[src/rtl/mpa_ram.sv]
// Generic single-write, single-read synchronous RAM with registered read data.
module mpa_ram #(
   parameter int WIDTH = 8,
   parameter int DEPTH = 16,
   parameter int AW    = $clog2(DEPTH)
) (
   input  logic             clock,
   input  logic             wr_en,
   input  logic [AW-1:0]    wr_addr,
   input  logic [WIDTH-1:0] wr_data,
   input  logic [AW-1:0]    rd_addr,
   output logic [WIDTH-1:0] rd_data_ff
);

   logic [WIDTH-1:0] mem [DEPTH];

   always_ff @(posedge clock) begin
      if (wr_en) begin
         mem[wr_addr] <= wr_data;
      end
   end

   always_ff @(posedge clock) begin
      rd_data_ff <= mem[rd_addr];
   end

endmodule

[config.mk]
export PLATFORM = sky130hd
export DESIGN_NAME = mpa_ram
export DESIGN_NICKNAME = d
export VERILOG_FILES = /design/src/rtl/mpa_ram.sv
export SDC_FILE = /design/constraint.sdc
export NUM_CORES = 1
export LEC_CHECK = 0
export BUFFER_PORTS_ARGS = -buffer_cell sky130_fd_sc_hd__buf_2
export CAP_MARGIN = 15
export CORE_ASPECT_RATIO = 0.7
export CORE_MARGIN = 2
export CORE_UTILIZATION = 65
export DETAILED_ROUTE_END_ITERATION = 8
export PLACE_DENSITY_LB_ADDON = 0.05
export REMOVE_ABC_BUFFERS = 1
export SYNTH_ARGS = -nofsm -noshare
export SYNTH_HDL_FRONTEND = slang
export SYNTH_SLANG_ARGS = --single-unit
[constraint.sdc]
create_clock -name clock -period 2.9 [get_ports clock]
set_clock_uncertainty 0.05 [all_clocks]
set_input_delay 0.145 -clock clock [delete_from_list [all_inputs] [get_ports clock]]
set_output_delay 0.145 -clock clock [all_outputs]
set_load 0.05 [all_outputs]
== Word level (Yosys, flattened, before mapping) ==
Memory sizes are Yosys's and may differ from the RTL's. A register that Yosys moved wholly into a read port is not among the register bits.
Cells that the tools add are included.
Word-level totals
  logic and storage cells: 3
  bits of input ports: 18
  output and inout port bits: 8
  RAM bits: 128
  register bits: 0
  memories kept: 1
Operators by class
  muxes and demuxes: 2
Memories
  mem: depth 16, width 8, rd ports 1, clocked after memory_dff 1, write ports 1, RTL line 15  | logic [WIDTH-1:0] mem [DEPTH];
Operator list (number)
  $mux 1: 2

== Longest topological paths before layout ==
Gate-level depths: netlist of the first run.
  depth in word-level cells: 2
  gate-level depth with buffers: 5
  gate-level depth less buffers: 3

== Least setup slack after synthesis of the first run ==
OpenSTA, ideal clock, no wires.
  path type: input to register
  start: input port wr_addr[2]
  end: memory mem[0][0], enable pin
  required time: 2467 ps
  setup slack: 1212 ps
  buffers on the path: 0
  arrival: 1255 ps
  setup time: 383 ps
  stages on the path: 2
  path through: or3b_2 > nor3_1
RTL lines
  start: declaration: RTL line 9  | input logic [AW-1:0] wr_addr,
  end: declaration: RTL line 15
No word-level cell before the write port.

==> impl_metrics.yaml, run 1 <==
clocking:
  clk_path_buf_depth: 2
  path_clk_slew_ns: 0.06
  htree_levels: 4
  cts_tree: "built"
  hold_buffers: 0
  cts_setup_buffers: 0
  clkSinkCount: 136
  cts-root-buf: "clkbuf_16"
  cts_resized: 0
  cts_made_buffers: 17
  worstSkewPairLatency_ns: 0.40
sta:
  worst_slew_pin_slew_ns: 0.883
  hold_viol: 0
  drv_slew: 0
  post-route-min-period_ns: 1.45
  fin_setup_tns_ns: 0
  rsz0062_at_grt: "false"
  relSlewSlack: 0.409
  finalCritPeriodShare: 0.501
  finalSetupViolations: 0
  max_freq_mhz: 688
global_routing:
  grt_antenna_before_repair: 0
  grt_max_degree: 24
  grt_pass1_wl_mm: 13.8
  overflow: 0
  grtUsageTotal: 0.241
  grt_pass1_vias: 2297
synthesis:
  avgSynthCellArea_um2: 22.5
  syn_area_um2: 5150
  yosysUniqueCellTypes: 19
  yosysSeqAreaShare: 0.778
  synth_edf_count: 128
  synth_top_flop_cell: "edfxtp_1"
  synthCells: 229
  ys_ff_latch: 136
  async_reset_ff_frac: 0
  yosys_warnings: 0
setup_path:
  path_max_fanout: 23
  cp_cell_sequence: "buf_2 > buf_12 > mux4_1 > a22oi_1 > nand2_1"
  r2r_slack_ns: 1.45
  slowest_delay_ns: 0.58
  critPathSlowestCell: "mux4_1"
  worst_ep_arrival_time_ns: 1.69
  crit_required_ns: 3.13
  end_kind: "flop"
  critPathLaunchType: "input pin"
  path_class: "in -> reg"
  cp_num_buf_inv: 2
  reg2reg_to: "rd_data_ff[5]"
  critical-path-top-delay-family: "multiplexers"
  worstRegToRegCells: 3
  timing.rr.start: "mem[1][5]"
hold_path:
  min_to: "mem[4][3]"
  hp-start: "wr_data[3]"
  min_path_type: "in -> reg"
  hold_depth: 1
floorplanning:
  die-height_um: 78.5
  die_w_um: 110
  initial_core_util: 0.662
  coreArea_um2: 7770
  num_io_pins: 26
  dieArea_um2: 8660
  num_rows: 27
place:
  dp_hpwl_mm: 5.61
  place_congestion: 0.764
  portBuffers: 25
pwr:
  p_sw_mw: 0.946
  p_per_area_nw_per_um2: 754
  pwr-share-comb: 0.053
  peakVddDrop_mv: 0.492
  power.total_mw: 4.50
  p_seq_frac: 0.491
  switching_share: 0.210
  p_int_mw: 3.56
  pwr-share-clk: 0.456
  leakagePower_nw: 2.01
layout:
  layout_commonest_cell: "edfxtp_1"
  drive_gt1_frac: 0.291
  finalNetCount: 290
  seq_area_um2: 4000
  fill_cells: 431
  multi_input_area_um2: 1060
  syn_to_final_growth_pct: 16.0
  mostFrequentLayoutCells: "edfxtp_1, buf_2, mux4_2, clkbuf_16, a22oi_1"
  n_antenna_cell: 0
route:
  vias_per_cell: 6.11
  drt_pass1_iterations: 4
  ant_nets: 0
  post-route-drc-count: 0
  wl_per_cell_um: 23.7
  num_vias: 2357
  totalWireLength_mm: 9.13
  first_iter_violations: 130
run_status:
  status: "completed"
run:
  cap_violations: 0
-- worst max path at each step --
| stage | start | end | slack [ns] | cells after the start |
|---|---|---|---|---|
| after global placement | rd_addr[0] | rd_data_ff[0] | 1.04 | 5 |
| after global routing | rd_addr[0] | rd_data_ff[0] | 1.36 | 5 |
| after floorplan | wr_addr[2] | mem[0][0] | 1.21 | 2 |
| final | rd_addr[0] | rd_data_ff[0] | 1.45 | 5 |
| after CTS | rd_addr[0] | rd_data_ff[0] | 1.45 | 5 |
| after detailed placement | rd_addr[0] | rd_data_ff[0] | 1.02 | 5 |
-- registers in the layout, summed over array words and instances, names as in the netlist --
register / count
mem: 128
rd_data_ff: 8
-- synthesized netlist by cell type, types with 2 or more instances --
cell               n  area (µm²)
mux4_1            14         368
a22oi_1           16         120
clkdlybuf4s25_2    3        30.0
dfxtp_1            8         160
buf_6              3        33.8
nand2b_1           2        12.5
nand2_1            9        33.8
edfxtp_1         128        3840
buf_2              3        15.0
nor2_1            13        48.8
mux4_2            18         405
nand3b_1           2        15.0
nor3_1             4        20.0
-- per-stage QoR --
stage          setup WS, ns  hold slack, ns  std cells   util  area [µm²]
2_1_floorplan          1.21           0.194        219      -        5060
3_3_place_gp           1.04           0.479        354  0.694        5390
3_5_place_dp           1.02           0.490        354  0.694        5390
4_1_cts                1.45          0.0638        386  0.769        5970
5_1_grt                1.36          0.0714        386  0.769        5970
6_report               1.45          0.0774        386  0.769        5970
-- power groups by stage --
stage	clock network, mW	registers, mW	logic, mW
final	2.05	2.21	0.238
after floorplan	0	2.29	0.0881
after global placement	0	2.25	0.236
after global routing	2.17	2.21	0.258
after detailed placement	0	2.25	0.241
after CTS	2.08	2.21	0.241
-- layout make-up --
class	instances	share of cell area
Tap cell	101	0.0212
Timing Repair Buffer	34	0.0344
Clock buffer	19	0.0725
Sequential cell	136	0.670
Multi-Input combinational cell	83	0.177
Clock inverter	13	0.0245
-- kinds of logic after synthesis --
logic type | share of synthesized area
flip-flops | 0.778
AO/OA/AOI/OAI | 0.0233
AND/OR/NAND/NOR | 0.0318
multiplexers | 0.150
buffers and inverters | 0.0168
-- layer usage --
layer	GRT usage	part of all wire
met1	0.361	0.44
met2	0.343	0.47
met3	0.0922	0.086
met4	0.0613	0.0087
met5	0	0
-- worst reg2reg max path, cell delays in order, from the launching register on --
cell	delay [ns]
edfxtp_1	0.34
mux4_1	0.51
a22oi_1	0.32
nand2_1	0.10
(Power assumes the default switching activity.)
==> run 2, diff against run 1 <==
- CORE_UTILIZATION: 65 -> 54
- clock period: 2.9 -> 1.2 ns (I/O delays scaled with it)
==> impl_metrics.yaml, run 2 (synthesized netlist as in run 1, its figures left out) <==
floorplanning:
  die_w_um: 121
  num_rows: 29
  die-height_um: 85.7
  initial_core_util: 0.561
  num_io_pins: 26
  coreArea_um2: 9180
  dieArea_um2: 10300
layout:
  seq_area_um2: 4000
  utilization: 0.681
  mostFrequentLayoutCells: "edfxtp_1, mux4_2, buf_4, buf_2, clkbuf_16"
  layout_commonest_cell: "edfxtp_1"
  drive_gt1_frac: 0.390
  multi_input_area_um2: 1080
  finalNetCount: 315
  top_regs: "mem: 128 flops, rd_data_ff: 8 flops"
  top_register: "mem"
  largest_reg_flops: 128
  fill_cells: 613
  n_antenna_cell: 0
  syn_to_final_growth_pct: 21.5
route:
  ant_nets: 0
  num_vias: 2435
  totalWireLength_mm: 9.99
  drt_pass1_iterations: 4
  vias_per_cell: 5.61
  first_iter_violations: 212
  post-route-drc-count: 0
  wl_per_cell_um: 23.0
hold_path:
  hold_depth: 1
  hp-start: "wr_data[1]"
  min_path_type: "in -> reg"
  min_to: "mem[9][1]"
run_status:
  status: "finished with violations"
  failed_checks: "negative hold slack, negative setup slack"
setup_path:
  critPathLaunchType: "flop"
  path_class: "reg -> reg"
  slowest_delay_ns: 0.53
  r2r_slack_ns: -0.12
  startpoint: "mem[15][1]"
  crit_required_ns: 1.45
  end_kind: "flop"
  worst_ep_arrival_time_ns: 1.57
  reg2reg_to: "rd_data_ff[1]"
  critPathSlowestCell: "mux4_2"
  worstRegToRegCells: 3
  cp_cell_sequence: "mux4_2 > a22oi_2 > nand2_1"
  timing.rr.start: "mem[15][1]"
  path_max_fanout: 1
clocking:
  path_clk_slew_ns: 0.06
  cts_made_buffers: 17
  clk_path_buf_depth: 2
  cts-root-buf: "clkbuf_16"
  htree_levels: 4
  worstSkewPairLatency_ns: 0.42
  cts_tree: "built"
  clkSinkCount: 136
sta:
  worst_slew_pin_slew_ns: 0.994
  max_freq_mhz: 758
  fin_setup_tns_ns: -0.684
  hold_ws_ns: -0.00255
  relSlewSlack: 0.335
  rsz0062_at_grt: "true"
  finalSetupViolations: 8
  post-route-min-period_ns: 1.32
  finalCritPeriodShare: 1.10
  drv_slew: 0
  hold_viol: 4
  setup_slack_ns: -0.119
global_routing:
  grtUsageTotal: 0.219
  grt_max_degree: 26
  grt_pass1_wl_mm: 15.6
  grt_antenna_before_repair: 0
  overflow: 0
  grt_pass1_vias: 2533
pwr:
  p_per_area_nw_per_um2: 1790
  leakagePower_nw: 2.12
  p_int_mw: 8.94
  peakVddDrop_mv: 1.19
  pwr-share-clk: 0.462
  pwr-share-comb: 0.059
  switching_share: 0.200
  p_seq_frac: 0.479
  p_sw_mw: 2.23
place:
  dp_hpwl_mm: 6.31
  portBuffers: 25
  place_congestion: 0.701
run:
  cap_violations: 0
run 2: worst max-delay path: cells and delay by family (launching register included):
family / cells / cell delay [ns]
mux: 1 / 0.53
compound gates: 1 / 0.18
simple gates: 1 / 0.07
flops: 1 / 0.38
run 2: what timing repair did:
item | in CTS | in global routing
hold buffers | 6 | 0
setup buffers | 0 | 0
endpoints found under the hold margin | 67 | 0
gates resized for setup | 17 | 5
endpoints found under the setup margin | 8 | 8
pin swaps | 7 | 6
run 2: through the flow:
step / setup WS [ns] / power, mW / std cells / area [µm²]
final: -0.119 / 11.2 / 434 / 6250
after global routing: -0.155 / 11.5 / 434 / 6250
after CTS: -0.131 / 11.2 / 434 / 6230
after detailed placement: -0.354 / 6.06 / 396 / 5580
after global placement: -0.334 / 6.05 / 396 / 5580
after floorplan: -0.403 / 5.76 / 219 / 5060
run 2: worst max-delay path by stage:
stage / end / depth (start not counted)
finish: rd_data_ff[1] / 3
global placement: rd_data_ff[1] / 5
floorplan: mem[0][0] / 2
global route: rd_data_ff[5] / 3
detailed placement: rd_data_ff[0] / 5
CTS: rd_data_ff[1] / 3
run 2: final cells by class:
cell class	count	area share
clock buffers	24	0.0754
well taps	124	0.0248
clock inverters	8	0.0194
flip-flops and latches	136	0.640
repair buffers	59	0.0672
multi-input cells	83	0.173
run 2: power groups by stage:
| stage | Combinational, mW | Sequential [mW] | Clock, mW |
|---|---|---|---|
| 6_report | 0.663 | 5.34 | 5.16 |
| 5_1_grt | 0.714 | 5.35 | 5.44 |
| 3_3_place_gp | 0.610 | 5.44 | 0 |
| 4_1_cts | 0.661 | 5.35 | 5.22 |
| 2_1_floorplan | 0.213 | 5.54 | 0 |
| 3_5_place_dp | 0.622 | 5.44 | 0 |
run 2: metal layers:
metal / share of wire / vias to the layer above / GRT usage / wire length [µm]
met1: 0.45 / 1249 / 0.307 / 4450
met3: 0.074 / 11 / 0.0831 / 740
met5: 0 / - / 0 / 0
met4: 0.011 / 0 / 0.0729 / 112
li1: - / 1101 / - / -
met2: 0.47 / 74 / 0.323 / 4690
==> run 3, diff against run 2 <==
- BUFFER_PORTS_ARGS: -buffer_cell sky130_fd_sc_hd__buf_2 -> default
- CORE_UTILIZATION: 54 -> 56
- DONT_BUFFER_PORTS: default -> 1
==> impl_metrics.yaml, run 3 (synthesized netlist as in run 1, its figures left out) <==
route:
  totalWireLength_mm: 9.68
  post-route-drc-count: 0
  num_vias: 2328
  vias_per_cell: 5.85
  first_iter_violations: 316
  drt_pass1_iterations: 4
  ant_nets: 0
  wl_per_cell_um: 24.3
clocking:
  cts_setup_buffers: 0
  worstSkewPairLatency_ns: 0.40
  htree_levels: 4
  cts-root-buf: "clkbuf_16"
  clkSinkCount: 136
  clk_path_buf_depth: 2
  cts_tree: "built"
  path_clk_slew_ns: 0.05
  hold_buffers: 10
  cts_made_buffers: 17
floorplanning:
  num_io_pins: 26
  die_w_um: 119
  die-height_um: 84.2
  num_rows: 29
  initial_core_util: 0.572
  dieArea_um2: 9990
  coreArea_um2: 9000
pwr:
  switching_share: 0.191
  p_sw_mw: 2.01
  leakagePower_nw: 1.93
  power.total_mw: 10.5
  pwr-share-comb: 0.038
  p_int_mw: 8.49
  pwr-share-clk: 0.441
  peakVddDrop_mv: 1.04
  p_per_area_nw_per_um2: 1760
  p_seq_frac: 0.521
layout:
  drive_gt1_frac: 0.277
  fill_cells: 611
  syn_to_final_growth_pct: 15.9
  top_register: "mem"
  n_antenna_cell: 0
  top_regs: "mem: 128 flops, rd_data_ff: 8 flops"
  layout_commonest_cell: "edfxtp_1"
  largest_reg_flops: 128
  finalNetCount: 282
  mostFrequentLayoutCells: "edfxtp_1, mux4_2, clkbuf_16, buf_4, nor2_1"
setup_path:
  path_max_fanout: 1
  worst_ep_arrival_time_ns: 1.59
  crit_required_ns: 1.42
  reg2reg_to: "rd_data_ff[1]"
  r2r_slack_ns: -0.17
  timing.rr.start: "mem[11][1]"
  critPathLaunchType: "flop"
  end_kind: "flop"
  path_class: "reg -> reg"
  worstRegToRegCells: 3
global_routing:
  grt_max_degree: 33
  overflow: 0
  grt_pass1_wl_mm: 14.9
  grtUsageTotal: 0.215
  grt_antenna_before_repair: 0
  grt_pass1_vias: 2510
run_status:
  failed_checks: "negative hold slack, negative setup slack"
  status: "finished with violations"
sta:
  setup_slack_ns: -0.169
  post-route-min-period_ns: 1.37
  rsz0062_at_grt: "true"
  relSlewSlack: 0.401
  drv_slew: 0
  hold_viol: 8
  finalCritPeriodShare: 1.14
  worst_slew_pin_slew_ns: 0.895
  finalSetupViolations: 8
  max_freq_mhz: 731
  hold_ws_ns: -0.0773
  fin_setup_tns_ns: -0.897
hold_path:
  min_to: "rd_data_ff[1]"
  hold_depth: 3
  min_path_type: "in -> reg"
  hp-start: "rd_addr[1]"
place:
  dp_hpwl_mm: 5.75
  preCtsSetupSlack_ns: -0.279
  portBuffers: 0
  place_congestion: 0.742
run:
  cap_violations: 0
[run 3: cell count changes in the layout (fill, tap and decap cells not counted), sizes merged]
cell,before,now
clkbuf,24,21
clkinv,4,6
bufinv,3,2
clkinvlp,1,0
dlygate4sd3,6,10
buf,53,16
[run 3: routing by layer]
metal	up-vias	GRT usage	part of all wire	wire length, µm
met4	0	0.0779	0.0053	51
met3	4	0.0591	0.080	777
met1	1211	0.311	0.43	4150
met5	-	0	0	0
li1	1028	-	-	-
met2	85	0.322	0.49	4700
[run 3: worst max path at each step]
stage,from,to,slack [ns],cells after the start
CTS,mem[11][1],rd_data_ff[1],-0.15,3
global route,mem[10][1],rd_data_ff[1],-0.20,3
floorplan,wr_addr[2],mem[0][0],-0.40,2
global placement,mem[9][1],rd_data_ff[1],-0.23,3
finish,mem[11][1],rd_data_ff[1],-0.17,3
detailed placement,mem[10][1],rd_data_ff[1],-0.28,3
[run 3: power groups by stage]
stage / sequential (mW) / clock, mW / combinational (mW)
global route: 5.47 / 4.95 / 0.432
finish: 5.46 / 4.63 / 0.403
floorplan: 5.54 / 0 / 0.213
detailed placement: 5.56 / 0 / 0.289
CTS: 5.47 / 4.71 / 0.403
global placement: 5.55 / 0 / 0.284
[run 3: layout make-up]
cell class,count,area [µm²],share of cell area
Clock inverter,8,82.6,0.0138
Timing Repair Buffer,26,220,0.0369
Multi-Input combinational cell,83,1060,0.178
Tap cell,124,155,0.0260
Sequential cell,136,4000,0.671
Clock buffer,21,440,0.0738
[run 3: critical path, cell delays in order (launching register included)]
cell      delay, ns
edfxtp_1       0.36
mux4_2         0.48
a22oi_2        0.27
nand2_1        0.08
[run 3: metrics by stage]
step	std cells	utilization	instance area (µm²)
6_report	398	0.663	5960
5_1_grt	398	0.663	5960
4_1_cts	398	0.663	5970
3_5_place_dp	359	0.593	5340
3_3_place_gp	359	0.593	5340
2_1_floorplan	219	-	5060
[run 3: timing repair]
action / in CTS / in global routing
hold endpoints to repair: 168 / 8
setup endpoints to repair: 8 / 8
gates resized for setup: 19 / 3
pin swaps: 7 / 3
